`config.mk`:
```
export PLATFORM = sky130hd
export DESIGN_NAME = emi_div_lane
export DESIGN_NICKNAME = d
export VERILOG_FILES = /design/src/design/emi_pkg.sv /design/src/design/emi_div_lane.sv
export SDC_FILE = /design/constraint.sdc
export NUM_CORES = 1
export LEC_CHECK = 0
export ABC_CLOCK_PERIOD_IN_PS = 2600
export BUFFER_PORTS_ARGS = -buffer_cell sky130_fd_sc_hd__buf_2
export CORE_ASPECT_RATIO = 1.5
export CORE_MARGIN = 10
export CORE_UTILIZATION = 50
export DETAILED_ROUTE_END_ITERATION = 8
export GPL_TIMING_DRIVEN = 0
export PLACE_DENSITY_LB_ADDON = 0.05
export SETUP_SLACK_MARGIN = 0.1
export SYNTH_ARGS = -nofsm -noshare
export SYNTH_HDL_FRONTEND = slang
export SYNTH_SLANG_ARGS = --single-unit
```
`constraint.sdc`:
```
create_clock -name clk -period 2.6 [get_ports clk]
set_input_delay 0.52 -clock clk [delete_from_list [all_inputs] [get_ports clk]]
set_output_delay 0.52 -clock clk [all_outputs]
set_load 0.02 [all_outputs]
```
`src/design/emi_pkg.sv`:
```
package emi_pkg;

  typedef struct packed {
    logic               mode;
    logic [7:0]         entity;
    logic signed [31:0] force_x;
    logic signed [31:0] force_y;
    logic signed [31:0] force_z;
    logic [15:0]        weight;
    logic signed [31:0] load_pos_x;
    logic signed [31:0] load_pos_y;
    logic signed [31:0] load_pos_z;
    logic signed [31:0] load_vel_x;
    logic signed [31:0] load_vel_y;
    logic signed [31:0] load_vel_z;
  } emi_in_t;

  typedef struct packed {
    logic [7:0]         entity_out;
    logic signed [31:0] new_pos_x;
    logic signed [31:0] new_pos_y;
    logic signed [31:0] new_pos_z;
    logic signed [31:0] new_vel_x;
    logic signed [31:0] new_vel_y;
    logic signed [31:0] new_vel_z;
    logic               grounded;
    logic               zero_weight;
  } emi_out_t;

  localparam logic MODE_STEP = 1'b0;
  localparam logic MODE_LOAD = 1'b1;
  localparam int   DIV_STEPS = 32;

endpackage

```
`src/design/emi_div_lane.sv`:
```
module emi_div_lane (
  input  logic               clk,
  input  logic               start,
  input  logic signed [31:0] dividend,
  input  logic [15:0]        divisor,
  output logic signed [31:0] quotient
);
  import emi_pkg::*;

  // Restoring divide on magnitudes, one quotient bit per cycle.
  logic [31:0] q;
  logic [16:0] rem;
  logic        neg;
  logic [15:0] dvs;
  logic [16:0] trial;
  logic [16:0] diff;

  always_comb begin
    trial = {rem[15:0], q[31]};
    diff  = trial - {1'b0, dvs};
  end

  always_ff @(posedge clk) begin
    if (start) begin
      q   <= dividend[31] ? 32'(-dividend) : dividend;
      rem <= '0;
      neg <= dividend[31];
      dvs <= divisor;
    end else if (!diff[16]) begin
      rem <= diff;
      q   <= {q[30:0], 1'b1};
    end else begin
      rem <= trial;
      q   <= {q[30:0], 1'b0};
    end
  end

  assign quotient = neg ? 32'(-q) : q;
endmodule

```
==> out/metrics.sh, run 1 <==
SW_FRAC_OF_TOTAL=0.308
POST-ROUTE-DRC-COUNT=0
P_SWITCHING_uW=997
POSTROUTEANTENNANETS=0
SYNTH_ASYNC_RESET_RATIO=0
CORE_AREA_MM2=0.00806
SYN-MEAN-INSTANCE-AREA_UM2=8.62
POST-ROUTE-UTIL=0.706
GRT_ANTENNA_BEFORE_REPAIR=0
MAX-SLEW-MARGIN-REL=0.525
MAX_CAP_VIOLATIONS=0
HOLD_VIOLATIONS=0
WORSTPATHMAXFANOUT=3
WIRELENGTH_MM=12.1
VIOLATIONS='negative setup slack'
VIA_COUNT=3880
START_UTIL=0.518
POWER-PER-CELL-AREA_mW_PER_MM2=569
CLOCK_TREE.ROOT_CELL='clkbuf_16'
HTREEDEPTH=3
HOLD_PATH.STARTPOINT='divisor[13]'
NUM_IO_PINS=82
SYNTH.YOSYS.SEQ_AREA_SHARE=0.353
SYNTH.FF_LATCH_COUNT=65
CTSLONGESTPATHBUFFERS=2
POWER.INTERNAL_uW=2240
SYNTH.CELL_AREA_MM2=0.00417
SYNTHTOLAYOUTAREAGROWTH_PCT=36.4
CP.ARRIVAL_PS=2780
GRT_USE_MET2=0.358
SYNTH_CELL_TYPE_COUNT=55
REQUIRED_PS=2080
CRIT_PATH_END_KIND='output port'
ROWS=40
IRDROPWORSTVDD_uV=409
NUMCLOCKSINKS=65
TOTAL_POWER_uW=3240
FINALWORSTSETUPSLACK_PS=-705
WORSTHOLDPATHCELLS=1
FINAL-SETUP-VIOL-COUNT=22
CLK_TRANSITION_REPORTED_PATHS_PS=50
POWER.LEAKAGE_uW=0.00238
HOLD_PATH.CLASS='input pin to flop'
NETS=670
HOLDWS_PS=364
NUMBER_OF_ENABLE_FLIP_FLOP_CELLS_AFTER_SYNTHESIS=17
POST-ROUTE-PERIOD-UTIL=1.27
WORSTREG2REGSTART='q[31]$_DFF_P_'
ROUTED_VIA_DENSITY=5.46
CLOCK.FMAX_MHz=303
SLEW_VIOL_FINAL=0
DIE-HEIGHT_UM=132
VIA_COUNT_OF_THE_FIRST_GLOBAL_ROUTING_PASS=4160
DP_WORST_SETUP_SLACK_PS=-534
CLOCK_TREE_FROM_TRITONCTS='built'
YOSYSWARNINGCOUNT=0
SYNTH_FP_NETS=553
DETAIL_ROUTE.FIRST_PASS.ITERATIONS=4
CRITICALPATHCATEGORY='flop to output port'
GRT_BUSIEST_LAYER='met2'
COMB_POWER_SHARE=0.265
WORSTHOLDENDPOINT='dvs[13]$_DFFE_PP_'
NUM_ANTENNA_CELLS=0
DP.FINAL_HPWL_MM=8.66
SETUP.REG_TO_REG.WORST_SLACK_PS=220
DRTITER0DRC=175
TIGHTEST_SLEW_PS=712
TIMING.RR.END='rem[0]$_SDFF_PP0_'
SYNTHESIS.INSTANCES=484
MOSTFREQUENTLAYOUTCELLS='buf_2, nor2_1, a21oi_1, dfxtp_1, buf_4'
ROUTE.DETAILED.WL_PER_INST_UM=17.1
DIE_X_UM=94.6
MIN_PERIOD_PS=3300
R2R.WORST_PATH.CELLS=11
WORSTSETUPSTARTPOINT='q[23]$_DFF_P_'
OUTCOME='finished, violations left'
TOP_FF_CELL_SYNTH='dfxtp_1'
LARGEST_NET_DEGREE_AT_THE_START_OF_GLOBAL_ROUTING=22
CLOCK_POWER_SHARE=0.353
PORT-BUFFER-COUNT=81
CLKLATENCYLATEPIN_PS=330
GP_ROUTABILITY_CONGESTION=0.825
DRIVE_GT1_FRAC=0.332
GRTUSAGEMET1=0.206
GRT_SETUP_UNREPAIRED='true'
LAYOUT.CELLS.MOST_COMMON='buf_2'
GRT_UTIL_ALL_LAYERS=0.195
TIMING.CRITICAL_PATH.FROM_TYPE='flop'
WIRE_LENGTH_OF_THE_FIRST_GLOBAL_ROUTING_PASS_MM=19.7
DIE-AREA_MM2=0.0125
GLOBAL_ROUTE.OVERFLOW_TOTAL=0
PWR-SHARE-SEQ=0.382
GRT.MET3_USAGE=0.0439
CTS-BUFFERS-INSERTED=9
FINCLKSKEW_PS=5.80
-- flip-flops by register name, indices dropped and copies added, names as in the netlist --
register	flops
dvs	16
neg	1
q	32
rem	16
-- power by group through the flow --
| stage | registers [uW] | clock network, uW | logic [uW] |
|---|---|---|---|
| after floorplan | 1220 | 0 | 500 |
| after global placement | 1240 | 0 | 730 |
| after detailed placement | 1240 | 0 | 740 |
| after CTS | 1230 | 1160 | 835 |
| after global routing | 1250 | 1200 | 933 |
| final | 1240 | 1140 | 858 |
-- synth_stat cells (4+ instances only) --
cell,n,share of area
or4_1,6,0.011
edfxtp_1,17,0.12
nand3b_1,5,0.0090
clkbuf_1,13,0.012
nor4_1,6,0.0090
or3_1,12,0.018
xor2_1,32,0.067
xnor2_1,37,0.078
dfxtp_1,48,0.23
a21oi_1,47,0.056
a21o_1,5,0.0090
o31ai_1,12,0.022
nor3_1,6,0.0072
nand2_1,24,0.022
a31oi_1,4,0.0060
nor2_1,56,0.050
mux2i_1,10,0.024
o21ai_0,33,0.040
inv_1,28,0.025
buf_1,4,0.0036
ha_1,18,0.054
o41ai_1,5,0.011
nand2b_1,9,0.014
-- critical path: stages (launching register included) --
cell,delay [ps]
dfxtp_2,320
or4_4,530
or3_4,350
or3_4,350
or3_4,370
o31ai_4,220
xnor2_2,150
buf_4,170
-- metal layers --
| metal | vias up | share of wire |
|---|---|---|
| met3 | 19 | 0.036 |
| met5 | - | 0 |
| met1 | 1809 | 0.38 |
| met4 | 0 | 0.025 |
| li1 | 1955 | - |
| met2 | 97 | 0.56 |
-- final cells by class --
class	instances	area, um2
Sequential cell	65	1490
Timing Repair Buffer	106	653
Multi-Input combinational cell	370	2910
Clock inverter	5	46.3
Clock buffer	11	233
Buffer	21	124
Tap cell	105	131
Inverter	28	105
Fill cell	646	2370
-- timing repair --
| item | in CTS | in global routing |
|---|---|---|
| resized for setup | 77 | 31 |
| pin swaps | 10 | 11 |
| cloned | 1 | 0 |
| buffers inserted | 17 | 7 |
| setup endpoints to repair | 49 | 48 |
| hold buffers | 0 | 0 |
-- logic make-up after synthesis --
logic type,count (synthesis),share of synthesized area
and+or+nand+nor,144,0.175
AOI/OAI and AO/OA,126,0.193
DFF,65,0.353
xor gates and xnor gates,69,0.145
adders and majority gates,19,0.0588
muxes,12,0.0294
buffers and inverters,49,0.0459
-- worst max path at each step --
stage	end	cells past startpoint
final	quotient[31]	7
after detailed placement	quotient[29]	8
after global placement	quotient[29]	8
after CTS	quotient[31]	7
after global routing	quotient[29]	8
after floorplan	quotient[31]	6
-- stage by stage --
| stage | area, um2 | setup TNS, ps | std cells |
|---|---|---|---|
| 2_1_floorplan | 4290 | -1040 | 484 |
| 3_3_place_gp | 4830 | -13230 | 670 |
| 3_5_place_dp | 4830 | -13460 | 670 |
| 4_1_cts | 5510 | -8250 | 704 |
| 5_1_grt | 5690 | -11930 | 711 |
| 6_report | 5690 | -9730 | 711 |
Power figures use the tool's default switching activity.
==> inputs of run 2 (changes only) <==
--- a/config.mk
+++ b/config.mk
@@ -13,7 +13,6 @@
 export DETAILED_ROUTE_END_ITERATION = 8
 export GPL_TIMING_DRIVEN = 0
 export PLACE_DENSITY_LB_ADDON = 0.05
-export SETUP_SLACK_MARGIN = 0.1
 export SYNTH_ARGS = -nofsm -noshare
 export SYNTH_HDL_FRONTEND = slang
 export SYNTH_SLANG_ARGS = --single-unit
==> run 2 against run 1 <==
Against the previous run:
- the flow still finishes with violations (negative setup slack)
- global-route usage down 0.67 points
- core utilization down 2.0 points
- wire length down 4.0%
- final cell count down 0.98%
- largest power group unchanged
- highest routed layer unchanged
==> out/metrics.sh, run 2 (synthesized netlist as in run 1, its figures left out) <==
REQUIRED_PS=2080  # about the same
WORSTSETUPSTARTPOINT='q[22]$_DFF_P_'  # was q[23]$_DFF_P_
CORE_AREA_MM2=0.00806  # unchanged
POWER.LEAKAGE_uW=0.00232  # was 0.00238 uW
SLEW_VIOL_FINAL=0  # unchanged
LARGEST_REGISTERS='q: 32 flops, dvs: 16 flops, rem: 16 flops'  # unchanged
IRDROPWORSTVDD_uV=354  # was 409 uV
POSTCTSHOLDBUFS=0  # unchanged
FINAL-SETUP-VIOL-COUNT=22  # unchanged
DP.FINAL_HPWL_MM=8.59  # was 8.66 mm
GRT.MET3_USAGE=0.0456  # was 0.0439
WORSTHOLDENDPOINT='dvs[10]$_DFFE_PP_'  # was dvs[13]$_DFFE_PP_
WIRE_LENGTH_OF_THE_FIRST_GLOBAL_ROUTING_PASS_MM=19.0  # was 19.7 mm
CRITICAL_PATH.CELL_CHAIN='or4_4 > or3_4 > or3_4 > or3_4 > o31ai_4 > xnor2_2 > buf_4'  # unchanged
CLK_TRANSITION_REPORTED_PATHS_PS=60  # was 50 ps
GRT_USE_MET2=0.352  # was 0.358
DRTITER0DRC=134  # was 175
CRITPATHBUFINV=1  # unchanged
POWER-PER-CELL-AREA_mW_PER_MM2=569  # about the same
GRT_UTIL_ALL_LAYERS=0.189  # was 0.195
SETUP.REG_TO_REG.WORST_SLACK_PS=150  # was 220 ps
TIMING.RR.END='rem[13]$_SDFF_PP0_'  # was rem[0]$_SDFF_PP0_
VIA_COUNT_OF_THE_FIRST_GLOBAL_ROUTING_PASS=4104  # was 4160
CPMOSTUSEDCELL='or3_4'  # unchanged
CLOCK_TREE_FROM_TRITONCTS='built'  # unchanged
CTS-BUFFERS-INSERTED=9  # unchanged
MOSTFREQUENTLAYOUTCELLS='buf_2, nor2_1, a21oi_1, dfxtp_1, xor2_1'  # was buf_2, nor2_1, a21oi_1, dfxtp_1, buf_4
WORSTPATHMAXFANOUT=2  # was 3
POSTROUTEANTENNANETS=0  # unchanged
LAYOUT.CELLS.MOST_COMMON='buf_2'  # unchanged
HOLDWS_PS=356  # was 364 ps
ROUTED_VIA_DENSITY=5.54  # was 5.46
POST-ROUTE-PERIOD-UTIL=1.27  # about the same
WORSTHOLDPATHCELLS=1  # unchanged
CPLARGESTDELAYFAMILY='simple AND/OR/NAND/NOR gates'  # unchanged
VIOLATIONS='negative setup slack'  # unchanged
CRITPATHMAXSTAGEDELAY_PS=540  # was 530 ps
R2R.WORST_PATH.CELLS=11  # unchanged
HOLD_PATH.STARTPOINT='divisor[10]'  # was divisor[13]
CLOCK_TREE.ROOT_CELL='clkbuf_16'  # unchanged
DIE_X_UM=94.6  # unchanged
GRT_ANTENNA_BEFORE_REPAIR=0  # unchanged
NUMCLOCKSINKS=65  # unchanged
TIGHTEST_SLEW_PS=656  # was 712 ps
CLKLATENCYLATEPIN_PS=340  # was 330 ps
GRT_SETUP_UNREPAIRED='true'  # unchanged
VIA_COUNT=3899  # was 3880
FINALWORSTSETUPSLACK_PS=-713  # was -705 ps
TOTALNEGATIVESETUPSLACK_PS=-9790  # was -9730 ps
CLOCK.FMAX_MHz=302  # was 303 MHz
HTREEDEPTH=3  # unchanged
FILLER_CELL_COUNT=656  # was 646
LARGEST_NET_DEGREE_AT_THE_START_OF_GLOBAL_ROUTING=22  # unchanged
MAX-SLEW-MARGIN-REL=0.563  # was 0.525
LARGEST_REG_FLOPS=32  # unchanged
GRTUSAGEMET1=0.191  # was 0.206
MIN_PERIOD_PS=3310  # was 3300 ps
MAX_CAP_VIOLATIONS=0  # unchanged
WIRELENGTH_MM=11.7  # was 12.1 mm
CTSLONGESTPATHBUFFERS=2  # unchanged
ROWS=40  # unchanged
OUTCOME='finished, violations left'  # unchanged
NUM_IO_PINS=82  # unchanged
GLOBAL_ROUTE.OVERFLOW_TOTAL=0  # unchanged
CRITICAL_PATH.SLOWEST_CELL='or4_4'  # unchanged
CRITICALPATHCATEGORY='flop to output port'  # unchanged
WORSTREG2REGSTART='dvs[9]$_DFFE_PP_'  # was q[31]$_DFF_P_
ROUTE.DETAILED.WL_PER_INST_UM=16.6  # was 17.1 um
GP_ROUTABILITY_CONGESTION=0.830  # was 0.825
CP.ARRIVAL_PS=2790  # was 2780 ps
REG_WITH_MOST_FFS='q'  # unchanged
START_UTIL=0.518  # unchanged
HOLD_PATH.CLASS='input pin to flop'  # unchanged
SYNTHTOLAYOUTAREAGROWTH_PCT=32.6  # was 36.4%
NUM_ANTENNA_CELLS=0  # unchanged
FINCLKSKEW_PS=8.12  # was 5.80 ps
CRIT_PATH_END_KIND='output port'  # unchanged
HOLD_VIOLATIONS=0  # unchanged
DRIVE_GT1_FRAC=0.304  # was 0.332
DIE-AREA_MM2=0.0125  # unchanged
PORT-BUFFER-COUNT=81  # unchanged
DETAIL_ROUTE.FIRST_PASS.ITERATIONS=4  # unchanged
NETS=663  # was 670
TIMING.CRITICAL_PATH.FROM_TYPE='flop'  # unchanged
DIE-HEIGHT_UM=132  # unchanged
GRT_BUSIEST_LAYER='met2'  # unchanged
POST-ROUTE-DRC-COUNT=0  # unchanged
run 2: changes by cell type in the layout (fill, tap and decap cells not counted), moves of 3 or more:
cell and change:
o21ai_0 +3, a21oi_2 +4, o21ai_1 -3, buf_4 -5
buf_6 -3, a21oi_4 -3
run 2: how the worst max path moves through the flow:
stage	endpoint	cells past startpoint
2_1_floorplan	quotient[31]	6
3_3_place_gp	quotient[29]	8
3_5_place_dp	q[21]$_DFF_P_	9
4_1_cts	quotient[31]	7
5_1_grt	quotient[31]	7
6_report	quotient[31]	7
run 2: power by group:
part / switching (uW) / internal [uW] / total [uW]
Combinational: 465 / 360 / 825
Clock: 429 / 657 / 1090
Sequential: 103 / 1130 / 1230
Total: 997 / 2150 / 3150
run 2: repair_timing:
action / CTS / global route
cloned: 1 / 0
pin swaps: 13 / 3
endpoints found under the setup margin: 48 / 41
resized for setup: 64 / 24
buffers inserted: 13 / 4
run 2: per-layer routing:
layer | vias to the layer above | share of wire
met5 | - | 0
met4 | 0 | 0.024
met3 | 23 | 0.045
met2 | 100 | 0.55
met1 | 1837 | 0.38
li1 | 1939 | -
run 2: layout make-up:
type / count / area, um2 / area share
Multi-Input combinational cell: 370 / 2840 / 0.513
Timing Repair Buffer: 99 / 593 / 0.107
Tap cell: 105 / 131 / 0.0238
Buffer: 21 / 114 / 0.0206
Clock inverter: 5 / 21.3 / 0.00385
Sequential cell: 65 / 1490 / 0.269
Inverter: 28 / 105 / 0.0190
Clock buffer: 11 / 243 / 0.0439
run 2: through the flow:
step	utilization	power (uW)	setup slack, ps	instances	instance area (um2)
final	0.686	3150	-713	704	5530
after global routing	0.686	3280	-761	704	5530
after CTS	0.672	3140	-713	700	5420
after detailed placement	0.595	1970	-571	670	4800
after global placement	0.595	1960	-523	670	4800
after floorplan	-	1720	-199	484	4260
