### src/design/emi_pkg.sv
package emi_pkg;

  typedef struct packed {
    logic               mode;
    logic [7:0]         entity;
    logic signed [31:0] force_x;
    logic signed [31:0] force_y;
    logic signed [31:0] force_z;
    logic [15:0]        weight;
    logic signed [31:0] load_pos_x;
    logic signed [31:0] load_pos_y;
    logic signed [31:0] load_pos_z;
    logic signed [31:0] load_vel_x;
    logic signed [31:0] load_vel_y;
    logic signed [31:0] load_vel_z;
  } emi_in_t;

  typedef struct packed {
    logic [7:0]         entity_out;
    logic signed [31:0] new_pos_x;
    logic signed [31:0] new_pos_y;
    logic signed [31:0] new_pos_z;
    logic signed [31:0] new_vel_x;
    logic signed [31:0] new_vel_y;
    logic signed [31:0] new_vel_z;
    logic               grounded;
    logic               zero_weight;
  } emi_out_t;

  localparam logic MODE_STEP = 1'b0;
  localparam logic MODE_LOAD = 1'b1;
  localparam int   DIV_STEPS = 32;

endpackage

### src/design/emi_axis_lane.sv
module emi_axis_lane #(
  parameter int FRAC_BITS = 16
) (
  input  logic               step,
  input  logic signed [31:0] pos,
  input  logic signed [31:0] vel,
  input  logic signed [31:0] last,
  input  logic signed [31:0] acc,
  output logic signed [31:0] pos_next,
  output logic signed [31:0] vel_next
);
  import emi_pkg::*;

  logic [31:0] mag;
  logic signed [31:0] vint;
  logic signed [32:0] sum;

  always_comb begin
    mag  = vel[31] ? 32'(-vel) : vel;
    mag  = mag >> FRAC_BITS;
    vint = vel[31] ? 32'(-mag) : mag;
    sum  = 33'(acc) + 33'(last);
    pos_next = step ? 32'(pos + vint) : pos;
    vel_next = step ? 32'(vel + 32'(sum >>> 1)) : vel;
  end
endmodule

### config.mk
export PLATFORM = sky130hd
export DESIGN_NAME = emi_axis_lane
export DESIGN_NICKNAME = d
export VERILOG_FILES = /design/src/design/emi_pkg.sv /design/src/design/emi_axis_lane.sv
export SDC_FILE = /design/constraint.sdc
export NUM_CORES = 1
export LEC_CHECK = 0
export BUFFER_PORTS_ARGS = -buffer_cell sky130_fd_sc_hd__buf_2
export CAP_MARGIN = 30
export CORE_ASPECT_RATIO = 1.4
export CORE_MARGIN = 1
export CORE_UTILIZATION = 25
export DETAILED_ROUTE_END_ITERATION = 7
export SLEW_MARGIN = 20
export SYNTH_ARGS = -nofsm -noshare
export SYNTH_HDL_FRONTEND = slang
export SYNTH_SLANG_ARGS = --single-unit
export TNS_END_PERCENT = 30
### constraint.sdc
create_clock -name vclk -period 12.16
set_clock_uncertainty 0.05 [all_clocks]
set_input_delay 1.216 -clock vclk [all_inputs]
set_output_delay 1.216 -clock vclk [all_outputs]
set_load 0.05 [all_outputs]
==> impl_metrics.py, run 1 <==
metrics = {
    "outcome": {
        "status": "complete, no violations",
    },
    "routing": {
        "drt-initial-drc-count": 301,
        "drc": 0,
        "drt_wl_total_um": 21800,
        "num_vias": 7217,
        "wl_per_cell_um": 16.0,
        "viasPerCell": 5.31,
        "dr.pass1.iters": 4,
        "drt.antenna.violating_nets": 0,
    },
    "job": {
        "cap_violations": 0,
    },
    "power_and_ir_drop": {
        "power.total_uw": 758,
        "leakage_nw": 3.50,
        "ir_worst_vdd_mv": 0.0787,
        "p_per_area_nw_per_um2": 100,
    },
    "floorplan": {
        "start_util_pct": 25.6,
        "die_h_um": 190,
        "die_area_um2": 26000,
        "rows": 68,
        "fp.coreArea_um2": 24800,
        "die_x_um": 136,
        "num_io_pins": 193,
    },
    "setup_path": {
        "crit_fanout": 5,
        "slowest_stage": "a2111oi_0",
        "critPathRequiredTime_ns": 10.89,
        "cp_top_family": "compound AO/OA/AOI/OAI gates",
        "path_class": "in -> out",
        "max_stage_delay_ns": 0.65,
        "end_kind": "primary output",
        "crit_buf_inv": 2,
        "worst_setup_path_start_kind": "primary input",
        "cp.arrival_ns": 6.53,
        "crit_chain": "buf_2 > ha_1 > o21a_1 > o2bb2ai_1 > o211ai_1 > a2111oi_0 > nor3_1 > nor2_1 > o21bai_1 > a21oi_1 > xnor2_1 > ha_1 > and4_1 > a21o_1 > o21a_1 > a2111oi_4 > o21ai_1 > o41ai_2 > mux2i_1 > xor2_1 > buf_2",
    },
    "synthesis": {
        "syn_nets": 1106,
        "seq_area_frac_synth_pct": 0,
        "synthDistinctLibCells": 73,
        "synth_area_per_cell_um2": 7.21,
        "syn_area_um2": 6330,
        "ys_warn_count": 0,
        "syn_inst": 877,
    },
    "global_routing": {
        "antenna_found_initial": 3,
        "track_usage_pct": 16.1,
        "grt_max_degree": 70,
        "grt_pass1_vias": 6983,
        "grt_pass1_wl_um": 34000,
        "grt_overflow_total": 0,
    },
    "cts": {
        "cts_hold_buf": 0,
        "post_cts_resized": 0,
        "post-cts-setup-buffer-count": 0,
    },
    "placement": {
        "dp.cells": 1358,
        "place_area_um2": 7580,
        "finalWeightedCongestion": 0.943,
        "dp_slack_ns": 4.35,
        "portBuffers": 193,
        "dp_hpwl_um": 18600,
    },
    "finish": {
        "regArea_um2": 0,
        "final_area_um2": 7580,
        "final_util_pct": 30.6,
        "fin_nets": 1274,
        "fin_cells": 1358,
        "antenna_cells": 0,
        "design.seq.count": 0,
        "synthToLayoutAreaGrowth_pct": 19.9,
        "n_clock_buffer": 0,
        "drive_above_1_share_pct": 25.3,
    },
    "sta": {
        "relSlewSlack_pct": 39.4,
        "worst_hold_slack_ns": 2.82,
        "rsz0062_at_grt": "no",
        "max_clock_freq_ghz": 0.128,
        "setup_viol": 0,
        "layout_setup_ws_ns": 4.37,
        "finalMaxSlewViolations": 0,
        "worst_slew_pin_slew_ns": 0.909,
        "period_minus_slack_ns": 7.79,
        "final_hold_viol_count": 0,
        "min_period_over_period_pct": 64.1,
        "setup_tns_ns": 0,
    },
    "hold_path": {
        "hp-class": "in -> out",
    },
}
## kinds of logic after synthesis
logic type,count (synthesis),synth area share [%]
AOI/OAI and AO/OA,308,33.4
adders and majority gates,100,20.1
muxes,46,8.13
xor gates and xnor gates,95,13.2
buffers and inverters,63,3.88
and+or+nand+nor,265,21.3
## cell usage in the layout (no fill, tap or decap), types with 6 or more instances in the layout
cell type / count
and2_1: 8
a211oi_1: 9
or2_2: 6
o21a_1: 18
o211ai_1: 12
nor3_1: 25
xor2_1: 27
or3_1: 7
mux2_2: 43
nand3_1: 29
ha_1: 97
a21boi_1: 7
nand2b_1: 10
a21o_1: 40
nand4_1: 12
nor2_1: 51
buf_2: 193
inv_1: 33
nand2_1: 63
o21bai_1: 15
a21boi_0: 7
xnor2_1: 68
nand3b_1: 6
o21ai_0: 47
and3_1: 10
a21oi_1: 84
nor4_1: 12
nor2b_1: 9
## layer usage
| metal | global-route usage [%] | wire length [µm] |
|---|---|---|
| met3 | 0.851 | 930 |
| met5 | 0 | 38 |
| met2 | 30.7 | 11100 |
| met1 | 18.6 | 8920 |
| met4 | 5.68 | 796 |
## cell type report
cell class / count / area (µm²)
multi-input cells: 814 / 6080
well taps: 315 / 394
inverters: 34 / 128
repair buffers: 195 / 981
fillers: 2712 / 17200
## report_power, final
group          leakage (nW)  total [mW]  switching [mW]  internal (mW)
registers                 0           0               0              0
clock network             0           0               0              0
logic                  3.50       0.758           0.486          0.272
## worst paths after layout
check / start / end / slack (ns) / depth (start not counted)
max: last[2] / vel_next[31] / 4.37 / 21
min: pos[3] / pos_next[3] / 2.82 / 3
## Yosys cell counts, types with 4 or more instances
master,count,share of area (%)
ha_1,97,19
a21oi_1,84,6.6
xnor2_1,68,9.4
nand2_1,63,3.7
nor2_1,51,3.0
o21ai_0,47,3.7
mux2_2,43,7.7
a21o_1,40,4.7
inv_1,33,2.0
nand3_1,29,2.3
xor2_1,27,3.7
clkbuf_1,25,1.5
nor3_1,25,2.0
o21a_1,18,2.1
o21bai_1,15,1.8
nand4_1,12,1.2
nor4_1,12,1.2
o211ai_1,12,1.4
and3_1,10,0.99
nand2b_1,10,0.99
a211oi_1,9,1.1
nor2b_1,9,0.89
and2_1,8,0.79
a21boi_0,7,0.83
a21boi_1,7,0.83
or3_1,7,0.69
nand3b_1,6,0.71
or2_2,6,0.59
a211o_1,5,0.69
a31o_2,5,0.69
a31oi_1,5,0.49
o2bb2ai_1,5,0.69
o31ai_1,5,0.59
or4_1,5,0.59
a2111oi_0,4,0.55
and4_1,4,0.55
Power figures use the tool's default switching activity.
==> inputs of run 2 (changes only) <==
==> constraint.sdc (replaced) <==
create_clock -name vclk -period 7.1
set_clock_uncertainty 0.05 [all_clocks]
set_input_delay 0.71 -clock vclk [all_inputs]
set_output_delay 0.71 -clock vclk [all_outputs]
set_load 0.05 [all_outputs]
==> run 2 against run 1 <==
Sequential cell count stayed put. Largest power group unchanged. First-iteration DRC count is 8.3% lower. Die area unchanged. Final cell count up 0.59%. Hold slack worse by 1.0 ns. Non-clock buffer count up 8. Largest cell class unchanged.
==> impl_metrics.py, run 2 (synthesis results as in run 1) <==
metrics = {
    "finish": {
        "fin_nets": 1282,
        "final_cell_mix": "buf_2, ha_1, a21oi_1, xnor2_1, nand2_1",
        "antenna_cells": 0,
        "n_clock_buffer": 0,
        "regArea_um2": 0,
        "final_util_pct": 30.9,
        "design.seq.count": 0,
        "mostFrequentLayoutCell": "buf_2",
        "drive_above_1_share_pct": 26.1,
        "synthToLayoutAreaGrowth_pct": 21.0,
        "fin_cells": 1366,
    },
    "power_and_ir_drop": {
        "leakage_nw": 3.54,
        "power.total_mw": 1.30,
        "p_per_area_nw_per_um2": 170,
        "ir_worst_vdd_mv": 0.128,
    },
    "sta": {
        "period_minus_slack_ns": 6.56,
        "rsz0062_at_grt": "no",
        "layout_setup_ws_ns": 0.539,
        "min_period_over_period_pct": 92.4,
        "max_clock_freq_ghz": 0.152,
        "setup_viol": 0,
        "relSlewSlack_pct": 39.6,
        "final_hold_viol_count": 0,
        "worst_slew_pin_slew_ns": 0.906,
        "finalMaxSlewViolations": 0,
        "setup_tns_ns": 0,
    },
    "floorplan": {
        "die_area_um2": 26000,
        "start_util_pct": 25.6,
        "die_h_um": 190,
        "rows": 68,
        "num_io_pins": 193,
        "die_x_um": 136,
        "fp.coreArea_um2": 24800,
    },
    "routing": {
        "drt-initial-drc-count": 276,
        "num_vias": 7142,
        "drt_wl_total_um": 21500,
        "dr.pass1.iters": 4,
        "drt.antenna.violating_nets": 0,
        "viasPerCell": 5.23,
        "wl_per_cell_um": 15.8,
        "drc": 0,
    },
    "hold_path": {
        "hold_start": "pos[28]",
        "hold_depth": 4,
        "hold_path_end": "pos_next[28]",
        "hp-class": "in -> out",
    },
    "job": {
        "cap_violations": 0,
    },
    "placement": {
        "finalWeightedCongestion": 0.906,
        "dp_hpwl_um": 18400,
        "portBuffers": 193,
        "dp.cells": 1366,
        "dp_slack_ns": 0.288,
    },
    "global_routing": {
        "grt_max_degree": 71,
        "grt_pass1_vias": 6879,
        "grt_overflow_total": 0,
        "track_usage_pct": 16.1,
        "antenna_found_initial": 1,
        "grt_pass1_wl_um": 33800,
    },
    "setup_path": {
        "critPathRequiredTime_ns": 6.34,
        "end_kind": "primary output",
        "path_class": "in -> out",
        "crit_fanout": 10,
        "cp.arrival_ns": 5.80,
        "worst_setup_path_start_kind": "primary input",
    },
    "outcome": {
        "status": "complete, no violations",
    },
    "cts": {
        "post-cts-setup-buffer-count": 0,
    },
}
==> run 2: changes by cell type in the layout (fill, tap and decap cells not counted), sizes merged <==
| cell | delta |
|---|---|
| buf | +8 |
==> run 2: stage by stage <==
stage	hold slack, ns	instance area, µm²
CTS	1.81	7650
global route	1.84	7660
finish	1.81	7660
floorplan	1.64	6330
detailed placement	1.81	7650
global placement	1.80	7640
==> run 2: layout make-up <==
cell class                      count  area [µm²]
Fill cell                        2700       17100
Inverter                           34         128
Multi-Input combinational cell    814        6090
Tap cell                          315         394
Timing Repair Buffer              203        1040
==> run 2: where the power goes <==
part | leakage, nW | internal (mW) | total, mW | switching, mW
clock | 0 | 0 | 0 | 0
combinational | 3.54 | 0.470 | 1.30 | 0.832
sequential | 0 | 0 | 0 | 0
==> run 2: timing repair <==
item	in CTS	in global routing
gates resized for setup	0	2
endpoints found under the setup margin	0	3
hold buffers	0	0
==> run 2: worst max-delay path: stages <==
cell	delay (ns)
buf_2	0.12
nor4_1	0.42
nand4_1	0.17
buf_4	0.20
o21ai_0	0.19
xor2_1	0.18
ha_1	0.27
xnor2_1	0.14
nand2_1	0.08
xnor2_1	0.22
ha_1	0.33
a211oi_1	0.32
o21ai_0	0.15
a21oi_1	0.30
o21ai_0	0.31
a221o_1	0.46
a211oi_2	0.34
nor4_1	0.11
o21a_1	0.18
o31ai_1	0.26
buf_2	0.32
==> run 2: how the worst max path moves through the flow <==
stage	start	end	slack, ns	depth (start not counted)
final	vel[15]	pos_next[24]	0.54	21
after global routing	last[2]	vel_next[31]	0.14	21
after CTS	vel[15]	pos_next[28]	0.28	22
after detailed placement	vel[15]	pos_next[28]	0.29	22
after global placement	last[2]	vel_next[31]	0.17	21
after floorplan	last[2]	vel_next[26]	0.70	16
==> run 2: metal layers <==
layer,GRT usage (%),share of wire [%],vias to the layer above
li1,-,-,3673
met1,19.0,43,3274
met2,31.5,52,165
met3,0.558,3.3,28
met4,3.03,1.8,2
met5,0,0.046,-
==> inputs of run 3 (changes only) <==
--- a/config.mk
+++ b/config.mk
@@ -5,13 +5,14 @@
 export SDC_FILE = /design/constraint.sdc
 export NUM_CORES = 1
 export LEC_CHECK = 0
+export ABC_AREA = 1
 export BUFFER_PORTS_ARGS = -buffer_cell sky130_fd_sc_hd__buf_2
 export CAP_MARGIN = 30
 export CORE_ASPECT_RATIO = 1.4
 export CORE_MARGIN = 1
-export CORE_UTILIZATION = 25
+export CORE_UTILIZATION = 51
 export DETAILED_ROUTE_END_ITERATION = 7
-export SLEW_MARGIN = 20
+export PLACE_DENSITY = 0.81
 export SYNTH_ARGS = -nofsm -noshare
 export SYNTH_HDL_FRONTEND = slang
 export SYNTH_SLANG_ARGS = --single-unit
==> run 3 against run 2 <==
Synthesized area up 17%. Die area down 42%. Synthesized cell count up 59%. Maximum frequency up 15%. Highest routed layer is now met4.
==> impl_metrics.py, run 3 <==
metrics = {
    "sta": {
        "setup_viol": 0,
        "finalMaxSlewViolations": 0,
        "rsz0062_at_grt": "no",
        "worst_hold_slack_ns": 1.77,
        "min_period_over_period_pct": 80.1,
        "setup_tns_ns": 0,
        "final_hold_viol_count": 0,
        "max_clock_freq_ghz": 0.176,
        "layout_setup_ws_ns": 1.41,
        "relSlewSlack_pct": 34.7,
        "worst_slew_pin_slew_ns": 0.980,
        "period_minus_slack_ns": 5.69,
    },
    "routing": {
        "wl_per_cell_um": 16.1,
        "num_vias": 9966,
        "drt.antenna.violating_nets": 0,
        "drt_wl_total_um": 28300,
        "drc": 0,
        "dr.pass1.iters": 5,
        "viasPerCell": 5.68,
        "drt-initial-drc-count": 428,
    },
    "hold_path": {
        "hold_path_end": "pos_next[18]",
        "hold_start": "pos[18]",
        "hold_depth": 4,
        "hp-class": "in -> out",
    },
    "setup_path": {
        "crit_fanout": 49,
        "path_class": "in -> out",
        "end_kind": "primary output",
        "cp.arrival_ns": 4.93,
        "worst_setup_path_start_kind": "primary input",
        "critPathRequiredTime_ns": 6.34,
        "crit_start": "vel[31]",
    },
    "job": {
        "cap_violations": 0,
    },
    "global_routing": {
        "grt_max_degree": 50,
        "grt_pass1_wl_um": 43900,
        "antenna_found_initial": 0,
        "grt_pass1_vias": 9736,
        "track_usage_pct": 36.5,
        "grt_overflow_total": 0,
    },
    "finish": {
        "final_cell_mix": "nand2_1, buf_2, nor2_1, inv_1, a21oi_1",
        "fill_cells": 1558,
        "regArea_um2": 0,
        "final_area_um2": 8540,
        "drive_above_1_share_pct": 16.7,
        "mostFrequentLayoutCell": "nand2_1",
        "design.seq.count": 0,
        "synthToLayoutAreaGrowth_pct": 15.2,
        "final_util_pct": 60.8,
        "antenna_cells": 0,
        "fin_nets": 1801,
        "fin_cells": 1755,
        "n_clock_buffer": 0,
    },
    "power_and_ir_drop": {
        "p_per_area_nw_per_um2": 166,
        "p_seq_share_pct": 0,
        "ir_worst_vdd_mv": 0.0993,
        "leakage_nw": 4.50,
        "p_clk_share_pct": 0,
        "p_int_uw": 432,
        "power.total_mw": 1.42,
        "sw_frac_of_total_pct": 69.5,
        "p_switching_uw": 987,
        "power_frac_comb_pct": 100.0,
    },
    "synthesis": {
        "synth_area_per_cell_um2": 5.31,
        "synth.most_common_cell": "nand2_1",
        "yosysTopAreaCell": "nand2_1",
        "syn_nets": 1624,
        "synth_top_area_share_pct": 21.8,
        "syn_inst": 1395,
        "synthDistinctLibCells": 43,
        "ys_warn_count": 0,
        "synth_commonest_cells": "nand2_1, nor2_1, inv_1",
        "syn_area_um2": 7410,
        "seq_area_frac_synth_pct": 0,
        "synthTopCellsByArea": "nand2_1, ha_1, nor2_1, a21oi_1, nand3_1",
    },
    "placement": {
        "place_area_um2": 8540,
        "dp.cells": 1755,
        "portBuffers": 193,
        "dp_slack_ns": 1.53,
        "dp_hpwl_um": 24900,
        "finalWeightedCongestion": 1.00,
    },
    "floorplan": {
        "start_util_pct": 52.8,
        "die_area_um2": 15000,
        "die_h_um": 145,
        "fp.coreArea_um2": 14000,
        "rows": 51,
        "die_x_um": 104,
        "num_io_pins": 193,
    },
    "outcome": {
        "status": "complete, no violations",
    },
    "cts": {
        "post_cts_resized": 0,
        "cts_hold_buf": 0,
        "post-cts-setup-buffer-count": 0,
    },
}
-- run 3: cell count changes after synthesis, sizes merged, moves of 26 or more --
cell	previous run	this run
nand2	63	455
nor2	51	183
inv	33	135
nand3	29	108
o21ai	49	106
mux2	43	0
xnor2	68	35
a21oi	84	110
-- run 3: worst max-delay path, cell delays in order --
cell and delay (ns):
buf_2 0.71, nand2_2 0.15, nand2_1 0.11, nand2_2 0.07, inv_1 0.06, ha_1 0.15
inv_1 0.04, nor2_1 0.10, nand2_1 0.11, nor2_4 0.17, nand3_4 0.11, nand2_4 0.12
nand2_1 0.07, ha_1 0.41, nand2_1 0.10, inv_1 0.11, nand2_1 0.10, nor4_1 0.63
nand3_1 0.16, nand2_1 0.15, xnor2_1 0.12, nand2_1 0.06, o21ai_0 0.10, buf_2 0.29
-- run 3: kinds of logic (layout without fill, tap and decap cells) --
| logic type | Yosys count | after routing | share of synthesized area, % |
|---|---|---|---|
| simple gates | 804 | 804 | 46.8 |
| compound gates | 268 | 268 | 20.0 |
| fa+ha+maj | 100 | 100 | 17.2 |
| buf+inv | 154 | 329 | 7.87 |
| xor+xnor | 69 | 69 | 8.16 |
-- run 3: how the worst max path moves through the flow --
| stage | endpoint | slack (ns) | cells after the start |
|---|---|---|---|
| after floorplan | pos_next[25] | 2.09 | 24 |
| after global routing | pos_next[29] | 1.16 | 24 |
| after CTS | pos_next[29] | 1.52 | 24 |
| after global placement | pos_next[29] | 1.55 | 24 |
| final | pos_next[31] | 1.41 | 24 |
| after detailed placement | pos_next[29] | 1.53 | 24 |
-- run 3: layer usage --
layer	vias up	track usage, %	share of wire, %
met1	4428	33.5	35
met3	152	1.62	3.8
met5	-	0	0
met2	407	74.8	53
met4	0	29.4	8.6
li1	4979	-	-
-- run 3: power groups by stage --
stage	Sequential (mW)	Clock, mW	Combinational, mW
6_report	0	0	1.42
5_1_grt	0	0	1.54
4_1_cts	0	0	1.40
3_5_place_dp	0	0	1.40
3_3_place_gp	0	0	1.39
2_1_floorplan	0	0	1.04
-- run 3: area by class of cell --
| cell class | instances | area, µm² | share of cell area, % |
|---|---|---|---|
| tap | 185 | 231 | 2.71 |
| multi-input combinational | 1241 | 6820 | 79.9 |
| inverter | 135 | 507 | 5.94 |
| timing repair buffer | 194 | 973 | 11.4 |
